[src/hw/rtl/bab_pkg.sv]
// Package for the block allocation bitmap: payload structs, command codes,
// controller/datapath interface structs and fixed field widths.
// No dependencies.
package bab_pkg;

    localparam int MAX_BLOCKS_DEF = 1024;
    localparam int WORD_BITS      = 32;
    localparam int WORD_SHIFT     = 5;
    localparam int CMD_W          = 2;
    localparam int INDEX_W        = 10;
    localparam int COUNT_W        = 11;
    localparam int SCAN_W         = COUNT_W - WORD_SHIFT + 1;
    localparam int POP_W          = WORD_SHIFT + 1;

    localparam logic [COUNT_W-1:0] BLOCK_COUNT_RST = COUNT_W'(1024);

    typedef enum logic [CMD_W-1:0] {
        CMD_USE   = 2'd0,
        CMD_FREE  = 2'd1,
        CMD_TEST  = 2'd2,
        CMD_CLEAR = 2'd3
    } command_t;

    typedef struct packed {
        command_t           command;
        logic [INDEX_W-1:0] block_index;
    } in_beat_t;

    typedef struct packed {
        logic               block_used;
        logic               index_valid;
        logic [COUNT_W-1:0] free_count;
        logic [INDEX_W-1:0] first_free;
        logic               none_free;
    } out_beat_t;

    typedef struct packed {
        logic load_item;
        logic clr_step;
        logic rd_target;
        logic wr_target;
        logic scan_run;
        logic load_out;
    } ctrl_cmd_t;

    typedef struct packed {
        logic in_clear;
        logic in_mark;
        logic clr_last;
        logic scan_done;
        logic out_free;
    } ctrl_status_t;

endpackage

[src/hw/rtl/block_allocation_bitmap.sv]
// Block allocation bitmap top level: controller and datapath.
// Depends on bab_pkg, bab_ctrl, bab_dp (and bab_ram through bab_dp).
//
// Keeps a used/free bit per block in a RAM of 32-bit words. One command per
// beat (mark used, mark free, test, clear all); each returns one result beat
// with the block state, index validity, free count and lowest free block.
// Every command ends with a scan over the ceil(N/32) words that hold the first
// N blocks, with N the block count capped at MAX_BLOCKS; the scan reads one
// RAM word per cycle. A valid mark first does a read-modify-write of its word.
// Clear all first writes zeros to all ceil(MAX_BLOCKS/32) words. After reset
// the same sweep runs before in_ready rises; the count register can be written
// meanwhile. The next command is accepted while a result waits in the output
// register.
module block_allocation_bitmap
    import bab_pkg::*;
#(
    parameter int MAX_BLOCKS = MAX_BLOCKS_DEF
) (
    input  logic               clk,
    input  logic               rst_n,
    input  logic               in_valid,
    output logic               in_ready,
    input  in_beat_t           in_data,
    output logic               out_valid,
    input  logic               out_ready,
    output out_beat_t          out_data,
    input  logic               cfg_wr_en,
    input  logic [COUNT_W-1:0] cfg_wr_data
);

    ctrl_cmd_t    cmd;
    ctrl_status_t status;

    bab_ctrl u_ctrl (
        .clk      (clk),
        .rst_n    (rst_n),
        .in_valid (in_valid),
        .in_ready (in_ready),
        .status   (status),
        .cmd      (cmd)
    );

    bab_dp #(
        .MAX_BLOCKS (MAX_BLOCKS)
    ) u_dp (
        .clk         (clk),
        .rst_n       (rst_n),
        .cmd         (cmd),
        .status      (status),
        .in_data     (in_data),
        .cfg_wr_en   (cfg_wr_en),
        .cfg_wr_data (cfg_wr_data),
        .out_valid   (out_valid),
        .out_ready   (out_ready),
        .out_data    (out_data)
    );

endmodule

[src/hw/rtl/bab_ram.sv]
// Generic simple dual-port RAM, one write port and one registered read port.
// No dependencies.
module bab_ram #(
    parameter int WIDTH = 32,
    parameter int DEPTH = 32,
    parameter int AW    = (DEPTH > 1) ? $clog2(DEPTH) : 1
) (
    input  logic             clk,
    input  logic             we,
    input  logic [AW-1:0]    waddr,
    input  logic [WIDTH-1:0] wdata,
    input  logic [AW-1:0]    raddr,
    output logic [WIDTH-1:0] rdata
);

    logic [WIDTH-1:0] mem [DEPTH];
    logic [WIDTH-1:0] rdata_reg;

    always_ff @(posedge clk)
    begin
        if (we)
        begin
            mem[waddr] <= wdata;
        end
        rdata_reg <= mem[raddr];
    end

    assign rdata = rdata_reg;

endmodule

[src/hw/rtl/bab_ctrl.sv]
// Controller state machine of the block allocation bitmap.
// Depends on bab_pkg for the command and status structs.
module bab_ctrl
    import bab_pkg::*;
(
    input  logic         clk,
    input  logic         rst_n,
    input  logic         in_valid,
    output logic         in_ready,
    input  ctrl_status_t status,
    output ctrl_cmd_t    cmd
);

    typedef enum logic [6:0] {
        S_INIT  = 7'b0000001,
        S_IDLE  = 7'b0000010,
        S_CLEAR = 7'b0000100,
        S_RD    = 7'b0001000,
        S_MOD   = 7'b0010000,
        S_SCAN  = 7'b0100000,
        S_DONE  = 7'b1000000
    } state_t;

    state_t state_reg;
    state_t state_next;

    always_ff @(posedge clk or negedge rst_n)
    begin
        if (!rst_n)
        begin
            state_reg <= S_INIT;
        end
        else
        begin
            state_reg <= state_next;
        end
    end

    always_comb
    begin
        state_next = state_reg;
        cmd        = '0;
        in_ready   = 1'b0;
        case (state_reg)
            S_INIT:
            begin
                cmd.clr_step = 1'b1;
                if (status.clr_last)
                begin
                    state_next = S_IDLE;
                end
            end
            S_IDLE:
            begin
                in_ready = 1'b1;
                if (in_valid)
                begin
                    cmd.load_item = 1'b1;
                    if (status.in_clear)
                    begin
                        state_next = S_CLEAR;
                    end
                    else if (status.in_mark)
                    begin
                        state_next = S_RD;
                    end
                    else
                    begin
                        state_next = S_SCAN;
                    end
                end
            end
            S_CLEAR:
            begin
                cmd.clr_step = 1'b1;
                if (status.clr_last)
                begin
                    state_next = S_SCAN;
                end
            end
            S_RD:
            begin
                cmd.rd_target = 1'b1;
                state_next    = S_MOD;
            end
            S_MOD:
            begin
                cmd.wr_target = 1'b1;
                state_next    = S_SCAN;
            end
            S_SCAN:
            begin
                cmd.scan_run = 1'b1;
                if (status.scan_done)
                begin
                    state_next = S_DONE;
                end
            end
            S_DONE:
            begin
                if (status.out_free)
                begin
                    cmd.load_out = 1'b1;
                    state_next   = S_IDLE;
                end
            end
            default:
            begin
                state_next = S_INIT;
            end
        endcase
    end

endmodule

[src/hw/rtl/bab_dp.sv]
// Datapath of the block allocation bitmap: count register, bitmap RAM,
// word scanner with free count and first-free search, output register.
// Depends on bab_pkg and bab_ram.
module bab_dp
    import bab_pkg::*;
#(
    parameter int MAX_BLOCKS = MAX_BLOCKS_DEF
) (
    input  logic               clk,
    input  logic               rst_n,
    input  ctrl_cmd_t          cmd,
    output ctrl_status_t       status,
    input  in_beat_t           in_data,
    input  logic               cfg_wr_en,
    input  logic [COUNT_W-1:0] cfg_wr_data,
    output logic               out_valid,
    input  logic               out_ready,
    output out_beat_t          out_data
);

    localparam int WORDS = (MAX_BLOCKS + WORD_BITS - 1) / WORD_BITS;
    localparam int AW    = (WORDS > 1) ? $clog2(WORDS) : 1;

    logic [COUNT_W-1:0]   block_count_reg;
    logic [COUNT_W-1:0]   limit_cur;
    logic                 in_valid_idx;

    command_t             cmd_reg;
    logic [INDEX_W-1:0]   idx_reg;
    logic [COUNT_W-1:0]   limit_reg;
    logic                 valid_reg;

    logic [AW-1:0]        clr_addr_reg;
    logic [SCAN_W-1:0]    rd_word_reg;
    logic                 proc_valid_reg;
    logic [SCAN_W-1:0]    proc_word_reg;
    logic [SCAN_W-1:0]    nwords;

    logic [COUNT_W-1:0]   acc_free_reg;
    logic                 found_reg;
    logic [COUNT_W-1:0]   lowest_reg;
    logic                 used_bit_reg;

    logic                 out_valid_reg;
    out_beat_t            out_data_reg;

    logic                 ram_we;
    logic [AW-1:0]        ram_waddr;
    logic [WORD_BITS-1:0] ram_wdata;
    logic [AW-1:0]        ram_raddr;
    logic [WORD_BITS-1:0] ram_rdata;
    logic [AW-1:0]        tgt_addr;
    logic [WORD_BITS-1:0] mod_word;

    logic [COUNT_W:0]     base;
    logic [COUNT_W:0]     remain;
    logic [WORD_BITS-1:0] word_mask;
    logic [WORD_BITS-1:0] free_bits;
    logic [POP_W-1:0]     pop;
    logic [WORD_SHIFT-1:0] tz;
    logic                 issue;

    // count register; its value is saturated against capacity in limit_cur
    always_ff @(posedge clk or negedge rst_n)
    begin
        if (!rst_n)
        begin
            block_count_reg <= BLOCK_COUNT_RST;
        end
        else if (cfg_wr_en)
        begin
            block_count_reg <= cfg_wr_data;
        end
    end

    always_comb
    begin
        if (32'(block_count_reg) > MAX_BLOCKS)
        begin
            limit_cur = COUNT_W'(MAX_BLOCKS);
        end
        else
        begin
            limit_cur = block_count_reg;
        end
        in_valid_idx = COUNT_W'(in_data.block_index) < limit_cur;
    end

    assign status.in_clear = (in_data.command == CMD_CLEAR);
    assign status.in_mark  = in_valid_idx &&
                             (in_data.command == CMD_USE || in_data.command == CMD_FREE);

    // item registers
    always_ff @(posedge clk)
    begin
        if (cmd.load_item)
        begin
            cmd_reg   <= in_data.command;
            idx_reg   <= in_data.block_index;
            limit_reg <= limit_cur;
            valid_reg <= in_valid_idx;
        end
    end

    // clear sweep counter
    always_ff @(posedge clk or negedge rst_n)
    begin
        if (!rst_n)
        begin
            clr_addr_reg <= '0;
        end
        else if (cmd.load_item)
        begin
            clr_addr_reg <= '0;
        end
        else if (cmd.clr_step)
        begin
            clr_addr_reg <= clr_addr_reg + AW'(1);
        end
    end

    assign status.clr_last = (clr_addr_reg == AW'(WORDS - 1));

    // RAM ports
    assign tgt_addr = AW'(idx_reg[INDEX_W-1:WORD_SHIFT]);

    always_comb
    begin
        mod_word = ram_rdata;
        mod_word[idx_reg[WORD_SHIFT-1:0]] = (cmd_reg == CMD_USE);
    end

    assign ram_we    = cmd.clr_step | cmd.wr_target;
    assign ram_waddr = cmd.clr_step ? clr_addr_reg : tgt_addr;
    assign ram_wdata = cmd.clr_step ? '0 : mod_word;
    assign ram_raddr = cmd.rd_target ? tgt_addr : AW'(rd_word_reg);

    bab_ram #(
        .WIDTH (WORD_BITS),
        .DEPTH (WORDS),
        .AW    (AW)
    ) u_ram (
        .clk   (clk),
        .we    (ram_we),
        .waddr (ram_waddr),
        .wdata (ram_wdata),
        .raddr (ram_raddr),
        .rdata (ram_rdata)
    );

    // scan: one word read per cycle, processed when its data returns
    assign nwords = SCAN_W'((12'(limit_reg) + 12'(WORD_BITS - 1)) >> WORD_SHIFT);
    assign issue  = cmd.scan_run && (rd_word_reg != nwords);
    assign status.scan_done = (rd_word_reg == nwords) && !proc_valid_reg;

    always_ff @(posedge clk or negedge rst_n)
    begin
        if (!rst_n)
        begin
            rd_word_reg    <= '0;
            proc_valid_reg <= 1'b0;
            found_reg      <= 1'b0;
            acc_free_reg   <= '0;
        end
        else if (cmd.load_item)
        begin
            rd_word_reg    <= '0;
            proc_valid_reg <= 1'b0;
            found_reg      <= 1'b0;
            acc_free_reg   <= '0;
        end
        else
        begin
            proc_valid_reg <= issue;
            if (issue)
            begin
                rd_word_reg <= rd_word_reg + SCAN_W'(1);
            end
            if (proc_valid_reg)
            begin
                acc_free_reg <= acc_free_reg + COUNT_W'(pop);
                if (!found_reg && (free_bits != '0))
                begin
                    found_reg <= 1'b1;
                end
            end
        end
    end

    always_ff @(posedge clk)
    begin
        proc_word_reg <= rd_word_reg;
        if (proc_valid_reg)
        begin
            if (!found_reg && (free_bits != '0))
            begin
                lowest_reg <= COUNT_W'(base + (COUNT_W + 1)'(tz));
            end
            if (proc_word_reg == SCAN_W'(idx_reg[INDEX_W-1:WORD_SHIFT]))
            begin
                used_bit_reg <= ram_rdata[idx_reg[WORD_SHIFT-1:0]];
            end
        end
    end

    always_comb
    begin
        base   = {proc_word_reg, {WORD_SHIFT{1'b0}}};
        remain = (COUNT_W + 1)'(limit_reg) - base;
        if (remain >= (COUNT_W + 1)'(WORD_BITS))
        begin
            word_mask = '1;
        end
        else
        begin
            word_mask = (WORD_BITS'(1) << remain[WORD_SHIFT-1:0]) - WORD_BITS'(1);
        end
        free_bits = ~ram_rdata & word_mask;
        pop = '0;
        tz  = '0;
        for (int i = 0; i < WORD_BITS; i++)
        begin
            pop = pop + POP_W'(free_bits[i]);
        end
        for (int i = WORD_BITS - 1; i >= 0; i--)
        begin
            if (free_bits[i])
            begin
                tz = WORD_SHIFT'(i);
            end
        end
    end

    // output register
    assign status.out_free = !out_valid_reg || out_ready;

    always_ff @(posedge clk or negedge rst_n)
    begin
        if (!rst_n)
        begin
            out_valid_reg <= 1'b0;
        end
        else if (cmd.load_out)
        begin
            out_valid_reg <= 1'b1;
        end
        else if (out_ready)
        begin
            out_valid_reg <= 1'b0;
        end
    end

    always_ff @(posedge clk)
    begin
        if (cmd.load_out)
        begin
            out_data_reg.block_used  <= valid_reg & used_bit_reg;
            out_data_reg.index_valid <= valid_reg;
            out_data_reg.free_count  <= acc_free_reg;
            out_data_reg.first_free  <= found_reg ? lowest_reg[INDEX_W-1:0] : '0;
            out_data_reg.none_free   <= !found_reg;
        end
    end

    assign out_valid = out_valid_reg;
    assign out_data  = out_data_reg;

endmodule
[config.mk]
export PLATFORM = sky130hd
export DESIGN_NAME = block_allocation_bitmap
export DESIGN_NICKNAME = d
export VERILOG_FILES = /design/src/hw/rtl/bab_pkg.sv /design/src/hw/rtl/block_allocation_bitmap.sv /design/src/hw/rtl/bab_ram.sv /design/src/hw/rtl/bab_ctrl.sv /design/src/hw/rtl/bab_dp.sv
export SDC_FILE = /design/constraint.sdc
export NUM_CORES = 2
export LEC_CHECK = 0
export ABC_AREA = 1
export BUFFER_PORTS_ARGS = -buffer_cell sky130_fd_sc_hd__buf_2
export CAP_MARGIN = 40
export CELL_PAD_IN_SITES_DETAIL_PLACEMENT = 0
export CELL_PAD_IN_SITES_GLOBAL_PLACEMENT = 1
export CORE_UTILIZATION = 47
export CTS_BUF_LIST = sky130_fd_sc_hd__clkbuf_16
export DETAILED_ROUTE_END_ITERATION = 12
export HOLD_SLACK_MARGIN = 0.03
export PLACE_DENSITY_LB_ADDON = 0.1
export SKIP_CTS_REPAIR_TIMING = 1
export SLEW_MARGIN = 5
export SYNTH_ARGS = -nofsm -noshare
export SYNTH_HDL_FRONTEND = slang
export SYNTH_SLANG_ARGS = --single-unit
[constraint.sdc]
create_clock -name clk -period 8.5 [get_ports clk]
set_clock_uncertainty 0.05 [all_clocks]
set_input_delay 2.125 -clock clk [delete_from_list [all_inputs] [get_ports clk]]
set_output_delay 2.125 -clock clk [all_outputs]
set_load 0.01 [all_outputs]
==> summary.txt <==
chip height = 323 µm
num rows = 117
GRT Residual Overflow = 0
ys async rst share = 3.77%
worst-skew pair later-pin latency = 730 ps
CTS HTree Levels = 3
commonest non-fill, non-tap cells in the layout = edfxtp_1 (1083), nor2_1 (623), o21ai_0 (562)
commonest non-fill, non-tap cell in the layout = edfxtp_1
Final WS setup = 369 ps
Worst-path clk slew = 60 ps
vias in the first global route = 32.3k
register-to-register setup slack = 370 ps
final WL = 151000 µm
Req. time, crit path = 9060 ps
crit path max fanout = 5
Crit path largest cell delay = 590 ps
root buf cell = clkbuf_16
Num CTS Buffers = 118
Post-synth EDFFs = 1083
Distinct cells, synth = 62
final RePlAce weighted congestion = 0.893
largest net degree at the start of global routing = 201
Post-Syn Area = 48400 µm²
remaining antenna violation count = 0
Critical Path Sink Type = register
GRT Util Overall = 28.9%
Layout area overhead = 14.5%
first-pass GRT wire length = 217000 µm
critical path type = reg2reg
Buf/Inv on CP = 8
Setup TNS Final = 0 ps
diode count = 0
placed wire-length estimate = 83400 µm
CTS Buffer Depth = 3
largest family of logic cells by synthesized area = compound AO/OA/AOI/OAI gates
clk sink count = 1166
core box area = 102000 µm²
# setup viols final = 0
Post-Syn Area per Cell = 12.5 µm²
fin crit period = 8130 ps
post-synthesis simple-gate area fraction = 8.99%
final hold vios = 0
YS warnings = 0
Largest register FFs = 1024
predominant post-synthesis flop cell = edfxtp_1
Hold Path Cell Cnt = 0
Synth Area in Adders = 1.95%
final net count = 4059
Slew @ Worst Pin = 981 ps
layout cell share with drive strength beyond 1 = 13.1%
Ports = 54
Total Die Area = 104000 µm²
Design Area, Final = 55400 µm²
Max Cap Viol = 0
Sequential Area = 34400 µm²
Hold Crit Start = u_dp.rd_word_reg[6]
Tcrit/Tclk final = 95.7%
cell family with the largest share of critical-path delay = adder cells
router iterations before antenna repair = 5
footprint of the multi-input gates = 12700 µm²
upper clock frequency limit = 0.123 GHz
worst r2r dst = u_dp.acc_free_reg[9]
register area share after synthesis = 71.1%
mux contribution to synthesized area = 0%
Worst R2R Path Depth = 35
worst path arrival time = 8690 ps
WL/cell = 27.7 µm
initial core utilization = 47.5%
DP Area = 51600 µm²
Iter 0 DRT Violations = 3669
Net Count, Synth = 3957
setup slack after placement = -131 ps
RSZ-0062 raised after global routing = true
status = completed
complex-gate fraction of the synthesized area = 14.0%
Chip Width = 323 µm
port buffer count = 53
via count = 33.1k
hold crit path type = reg2reg
Worst Setup SP = u_dp.limit_reg[5]
hold endpoint = u_dp.proc_word_reg[6]
DR vias/cell = 6.08
synthesis-stage register bit count = 1166
origin of the critical flop-to-flop path = u_dp.limit_reg[5]
synthesized netlist cell count = 3869
Worst setup SP type = register
CTS tree = yes
CP max stage cell = fa_1
Slew HR = 34.6%
DRC = 0
Synth Area in XOR/XNOR = 0.308%
count of pins over their slew limit = 0
Layout fillers = 8509
initial antenna violation count = 2
cell usage after synthesis, types with 4 or more instances:
library cell,instances,area share [%]
edfxtp_1,1083,67
nor2_1,662,5.1
o21ai_0,567,5.9
clkbuf_1,220,1.7
nand2_1,209,1.6
inv_1,208,1.6
o221ai_1,205,3.7
a21oi_1,82,0.85
nand3_1,73,0.75
nor3_1,64,0.66
a31oi_1,62,0.80
o22ai_1,62,0.80
o211ai_1,46,0.71
dfrtp_1,42,2.2
dfxtp_1,39,1.6
ha_1,34,0.88
fa_1,26,1.1
o21ai_1,16,0.17
inv_2,13,0.10
a22oi_1,12,0.19
nand4_1,11,0.14
nor2_2,11,0.14
xor2_1,11,0.20
a311oi_1,10,0.18
o211a_1,10,0.21
nand2_2,9,0.12
buf_1,8,0.062
buf_2,6,0.062
nor4_1,6,0.078
xnor2_1,6,0.11
nand3_2,5,0.10
o31ai_1,5,0.078
buf_4,4,0.062
area by class of cell:
type	count	area share (%)
multi-input cells	2239	23.0
inverters	224	1.55
well taps	1368	3.09
clock inverters	104	1.34
clock buffers	121	5.46
repair buffers	222	3.53
flip-flops and latches	1166	62.1
kinds of logic after synthesis:
family,Yosys count
AND/OR/NAND/NOR,1064
flip-flops,1166
adder cells (fa/ha/maj),60
AO/OA/AOI/OAI,1098
XOR/XNOR,17
buffers and inverters,464
how the worst max path moves through the flow:
stage / to / slack [ps] / depth (start not counted)
final: u_dp.acc_free_reg[9] / 370 / 35
after global routing: u_dp.acc_free_reg[9] / -90 / 36
after detailed placement: u_dp.acc_free_reg[10] / -130 / 31
after floorplan: u_dp.acc_free_reg[10] / 350 / 32
after CTS: u_dp.acc_free_reg[10] / -180 / 31
after global placement: u_dp.acc_free_reg[10] / -2 / 33
through the flow:
| stage | instances | hold slack, ps | util, % |
|---|---|---|---|
| after CTS | 5439 | 331 | 54.3 |
| final | 5444 | 325 | 54.4 |
| after global placement | 5187 | 302 | 50.1 |
| after floorplan | 3869 | 297 | - |
| after detailed placement | 5214 | 319 | 50.6 |
| after global routing | 5444 | 348 | 54.4 |
metal layers:
layer / share of wire [%] / vias up / GRT usage [%] / routed length [µm]
met5: 0 / - / 0 / 0
met4: 3.1 / 0 / 9.96 / 4720
met2: 47 / 1414 / 46.8 / 71600
met1: 43 / 16833 / 40.3 / 64300
met3: 6.9 / 271 / 3.63 / 10500
li1: - / 14589 / - / -
Power is not shown: default switching activity piles up to over one toggle a cycle in this logic, so the estimate is an artifact.
